<file path="src/rtl/sls_pkg.sv">
// shared types and constants for the 2x2 linear system solver
// no dependencies
package sls_pkg;

    localparam int WORD_W = 32;
    localparam int WIDE_W = 64;
    localparam int QUO_W  = 32;

    typedef struct packed {
        logic [WIDE_W-1:0] rem;
        logic [WIDE_W-1:0] dm;
        logic [QUO_W-1:0]  num;
        logic [QUO_W-1:0]  quo;
        logic              neg;
        logic              big;
    } lane_t;

endpackage

</file>
<file path="src/rtl/sls_div_cell.sv">
// one restoring division step: shifts in a dividend bit, produces one quotient bit
// depends on sls_pkg
module sls_div_cell
    import sls_pkg::*;
(
    input  logic  clk,
    input  lane_t din,
    output lane_t dout
);

    logic [WIDE_W:0] trial;
    logic [WIDE_W:0] diff;
    logic            qbit;
    lane_t           cell_reg, cell_next;

    always_comb
    begin
        trial = {din.rem, din.num[QUO_W-1]};
        diff  = trial - {1'b0, din.dm};
        qbit  = (trial >= {1'b0, din.dm});
        cell_next      = din;
        cell_next.rem  = qbit ? diff[WIDE_W-1:0] : trial[WIDE_W-1:0];
        cell_next.num  = {din.num[QUO_W-2:0], 1'b0};
        cell_next.quo  = {din.quo[QUO_W-2:0], qbit};
    end

    always_ff @(posedge clk)
    begin
        cell_reg <= cell_next;
    end

    assign dout = cell_reg;

endmodule

</file>
<file path="config.mk">
export PLATFORM = sky130hd
export DESIGN_NAME = sls_div_cell
export DESIGN_NICKNAME = d
export VERILOG_FILES = /design/src/rtl/sls_pkg.sv /design/src/rtl/sls_div_cell.sv
export SDC_FILE = /design/constraint.sdc
export NUM_CORES = 1
export LEC_CHECK = 0
export BUFFER_PORTS_ARGS = -buffer_cell sky130_fd_sc_hd__buf_2
export CAP_MARGIN = 15
export CORE_ASPECT_RATIO = 0.6
export CORE_MARGIN = 2
export CORE_UTILIZATION = 46
export CTS_BUF_LIST = sky130_fd_sc_hd__clkbuf_8
export DETAILED_ROUTE_END_ITERATION = 10
export GPL_ROUTABILITY_DRIVEN = 0
export PLACE_DENSITY_LB_ADDON = 0.1
export SETUP_SLACK_MARGIN = 0.05
export SYNTH_ARGS = -nofsm -noshare
export SYNTH_HDL_FRONTEND = slang
export SYNTH_SLANG_ARGS = --single-unit
</file>
<file path="constraint.sdc">
create_clock -name clk -period 4.2 [get_ports clk]
set_clock_uncertainty 0.2 [all_clocks]
set_input_delay 0 -clock clk [delete_from_list [all_inputs] [get_ports clk]]
set_output_delay 0 -clock clk [all_outputs]
set_load 0.05 [all_outputs]
</file>
==> flow_summary_export.csv, run 1 <==
group,metric,value,unit
synth,synth-async-reset-ratio,0,
clocking,htree_levels,4,
clocking,cts_made_buffers,17,
synth,synth_top_cell_by_area,"dfxtp_1",
floorplan,io_pins,389,
clocking,numClockSinks,193,
synth,synth.cell_area,0.008743,mm²
synth,syn_avg_cell_area,9.070,µm²
synth,syn-num-nets,1224,
synth,yosysMostFrequentCell,"dfxtp_1",
synth,synth_warnings,0,
floorplan,die-width,182.0,µm
floorplan,die_h,110.8,µm
floorplan,row_count,38,
clocking,post_cts_buffers,0,
place,io_buffers,386,
status,stop_error,"[ERROR RSZ-0060] Max buffer count reached.",
clocking,cts-root-buf,"clkbuf_8",
synth,synth_edf_count,0,
synth,synth_seq_cells,193,
floorplan,start_util,0.4764,
synth,synthTopCellsByArea,"dfxtp_1 44%, ha_1 9.2%, a21oi_1 7.0%, xnor2_1 3.6%, nor2_1 3.6%",
synth,yosysUniqueCellTypes,65,
clocking,cts_buffer_depth,2,
synth,synthCells,964,
synth,netlist_top_cells_count,"193 x dfxtp_1, 122 x a21oi_1, 83 x nor2_1",
synth,yosysSeqAreaShare,0.4419,
synth,synth.top_cell.area_share,0.4419,
clocking,cts_hold_buf,317,
clocking,cts-resized-gates,0,
status,status,"stopped before the end",
status,failing_step,"clock tree synthesis",
place,dp.final_hpwl,21950,µm
synth,synth_top_flop_cell,"dfxtp_1",
-- logic make-up after synthesis --
kind of cell	Yosys count	share of synthesized area
adders and majority gates	65	0.09388
AOI/OAI and AO/OA	267	0.1939
xor gates and xnor gates	61	0.06110
muxes	20	0.02619
DFF	193	0.4419
and+or+nand+nor	231	0.1226
buffers and inverters	126	0.05996
other	1	0.0004289
-- per-stage QoR --
step	hold WS (ns)	cells	cell area [µm²]	setup WS, ns
detailed placement	-0.09643	1551	10810	0.7467
global placement	-0.09749	1551	10810	0.8543
floorplan	-0.1723	964	8743	1.292
==> run 2: changes to the inputs <==
CORE_ASPECT_RATIO = not set   (was 0.6)
CORE_UTILIZATION = 31   (was 46)
CTS_BUF_LIST = not set   (was sky130_fd_sc_hd__clkbuf_8)
PLACE_DENSITY_LB_ADDON = 0.15   (was 0.1)
SETUP_SLACK_MARGIN = not set   (was 0.05)
==> flow_summary_export.csv, run 2 <==
group,metric,value,unit
power,pwr-share-clk,0.277,
grt,grt_use_total,0.2130,
clocking,numClockSinks,193,
synth,synth_edf_count,0,
synth,synth.cell_area,0.008743,mm²
sta,setup_viol,0,
synth,synth_compound_area_frac,0.1939,
floorplan,core,0.02778,mm²
detailed_routing,drc_errors,0,
grt,antenna_found_initial,2,
final_layout,final_util,0.5235,
synth,synthSimpleGateAreaFrac,0.1226,
floorplan,start_util,0.3147,
detailed_routing,vias,9334,
synth,synth-async-reset-ratio,0,
critical_path,cp-end-kind,"register",
power,p_leak,0.006940,µW
synth,synth.top_cell.area_share,0.4419,
grt,grt_pass1_vias,9269,
grt,grt.overflow.total,0,
clocking,cts-root-buf,"clkbuf_16",
final_layout,final_common_cell,"buf_2",
clocking,cts_made_buffers,17,
critical_path,required,4.34,ns
synth,synth_warnings,0,
worst_hold_path,hp-class,"input port to register",
final_layout,largest_register_ffs,193,
final_layout,layout_common_cells,"386 x buf_2, 290 x dlygate4sd3_1, 193 x dfxtp_1",
final_layout,num-fill-cells,2633,
sta,tightestPinTransition,0.9068,ns
floorplan,row_count,61,
clocking,htree_levels,4,
sta,max_freq,251.7,MHz
detailed_routing,ant_nets,0,
critical_path,arrival,4.11,ns
synth,synth_top_flop_cell,"dfxtp_1",
synth,syn-num-nets,1224,
synth,syn_avg_cell_area,9.070,µm²
sta,period_needed,3.973,ns
sta,fin_setup_tns,0,ns
synth,synth_top_family_by_area,"compound AO/OA/AOI/OAI gates",
sta,rsz0062_at_grt,"false",
power,power_density,408.3,mW/mm²
detailed_routing,detail_route.wl_per_cell,16.25,µm
sta,fin_crit_sh,0.9460,
critical_path,crit_type,"input port to register",
detailed_routing,firstDrtPassIters,4,
clocking,cts_tree,"built",
sta,hold_viol,0,
critical_path,worstSetupStartpointType,"input port",
synth,synth_top_cell_by_area,"dfxtp_1",
detailed_routing,drt_iter0_drc,482,
floorplan,die_area,0.02956,mm²
power,ir_drop,0.2086,mV
synth,muxShareOfSynthArea,0.02619,
sta,slew_headroom,0.3878,
job,cap_violations,0,
grt,grt_pass1_wl,48750,µm
synth,netlist_top_cells_count,"193 x dfxtp_1, 122 x a21oi_1, 83 x nor2_1",
clocking,cts_buffer_depth,2,
power,intPower,3590,µW
synth,synthXorXnorAreaFrac,0.06110,
synth,synth_seq_cells,193,
clocking,clk_pin_slew,0.08,ns
place,dp.final_hpwl,23140,µm
place,io_buffers,386,
power,power_switching,2348,µW
power,comb_power_share,0.370,
floorplan,die_h,171.9,µm
synth,synthTopCellsByArea,"dfxtp_1 44%, ha_1 9.2%, a21oi_1 7.0%, xnor2_1 3.6%, nor2_1 3.6%",
status,status,"complete, no violations",
synth,yosysUniqueCellTypes,65,
floorplan,die-width,171.9,µm
sta,slew_violations,0,
synth,synthCells,964,
critical_path,cp_max_fo,32,
final_layout,area_growth,66.33,%
final_layout,nNetsFinal,1882,
floorplan,io_pins,389,
grt,grt_max_degree,64,
detailed_routing,routed_wl,32750,µm
final_layout,drive_above_1_share,0.2844,
synth,yosysSeqAreaShare,0.4419,
power,switching_share,0.3954,
synth,yosysMostFrequentCell,"dfxtp_1",
power,power.share.sequential,0.352,
detailed_routing,routed_via_density,4.632,
synth,synthAdderAreaFrac,0.09388,
[run 2: cell counts after synthesis]
Identical to the previous run, type by type.
[run 2: power groups by stage]
| stage | combinational, µW | clock [µW] | sequential [µW] |
|---|---|---|---|
| final | 2200 | 1650 | 2090 |
| after global routing | 2350 | 1760 | 2110 |
| after CTS | 2180 | 1700 | 2090 |
| after detailed placement | 1950 | 0 | 2130 |
| after global placement | 1950 | 0 | 2130 |
| after floorplan | 680 | 0 | 2890 |
[run 2: final timing paths]
kind                 start                end  slack (ns)  depth (start not counted)
setup / recovery   din[67]  dout[159]$_DFF_P_        0.23                         15
hold / removal    din[127]  dout[127]$_DFF_P_        0.02                          2
[run 2: cells by family (layout without fill, tap and decap cells)]
family	after synthesis	in the layout
muxes	20	20
other	1	3
AOI/OAI and AO/OA	267	267
adders and majority gates	65	65
DFF	193	193
and+or+nand+nor	231	231
xor gates and xnor gates	61	61
buffers and inverters	126	797
[run 2: layout make-up]
cell class	instances	area, µm²	area share
diodes	2	5.005	0.0003441
clock buffers	18	429.2	0.02951
clock inverters	14	165.2	0.01136
inverters	81	304.0	0.02091
multi-input cells	645	4365	0.3002
flip-flops and latches	193	3864	0.2657
well taps	378	473.0	0.03252
repair buffers	684	4937	0.3395
[run 2: what timing repair did]
action / 4_1_cts / 5_1_grt
hold buffers: 289 / 1
setup endpoints to repair: 0 / 2
resized for setup: 0 / 2
setup buffers: 0 / 2
hold endpoints to repair: 192 / 1
[run 2: worst max-delay path: stages]
cell	delay, ns
dlygate4sd3_1	0.54
buf_2	0.15
inv_1	0.05
ha_1	0.30
nor2b_1	0.17
o2111a_1	0.23
o21ai_1	0.17
o311ai_2	0.43
o2111ai_2	0.24
a21oi_2	0.26
o21ai_1	0.18
a21oi_4	0.25
buf_12	0.22
mux2_2	0.35
dlygate4sd3_1	0.54
[run 2: stage by stage]
step | cell area [µm²] | worst slack, ns | std cells | hold WS [ns] | power [µW]
2_1_floorplan | 8743 | 1.292 | 964 | -0.1723 | 3570
3_3_place_gp | 10990 | 0.7089 | 1688 | -0.09725 | 4081
3_5_place_dp | 10990 | 0.6752 | 1688 | -0.09613 | 4082
4_1_cts | 14480 | 0.03999 | 2009 | 0.0004490 | 5968
5_1_grt | 14540 | 0.03902 | 2015 | 0.008430 | 6214
6_report | 14540 | 0.2270 | 2015 | 0.02369 | 5938
[run 2: metal layers]
metal / up-vias / share of wire / GRT usage
li1: 4667 / - / -
met1: 4316 / 0.43 / 0.2542
met2: 309 / 0.48 / 0.3738
met3: 42 / 0.065 / 0.05058
met4: 0 / 0.025 / 0.07380
met5: - / 0 / 0
(Power assumes the default switching activity.)
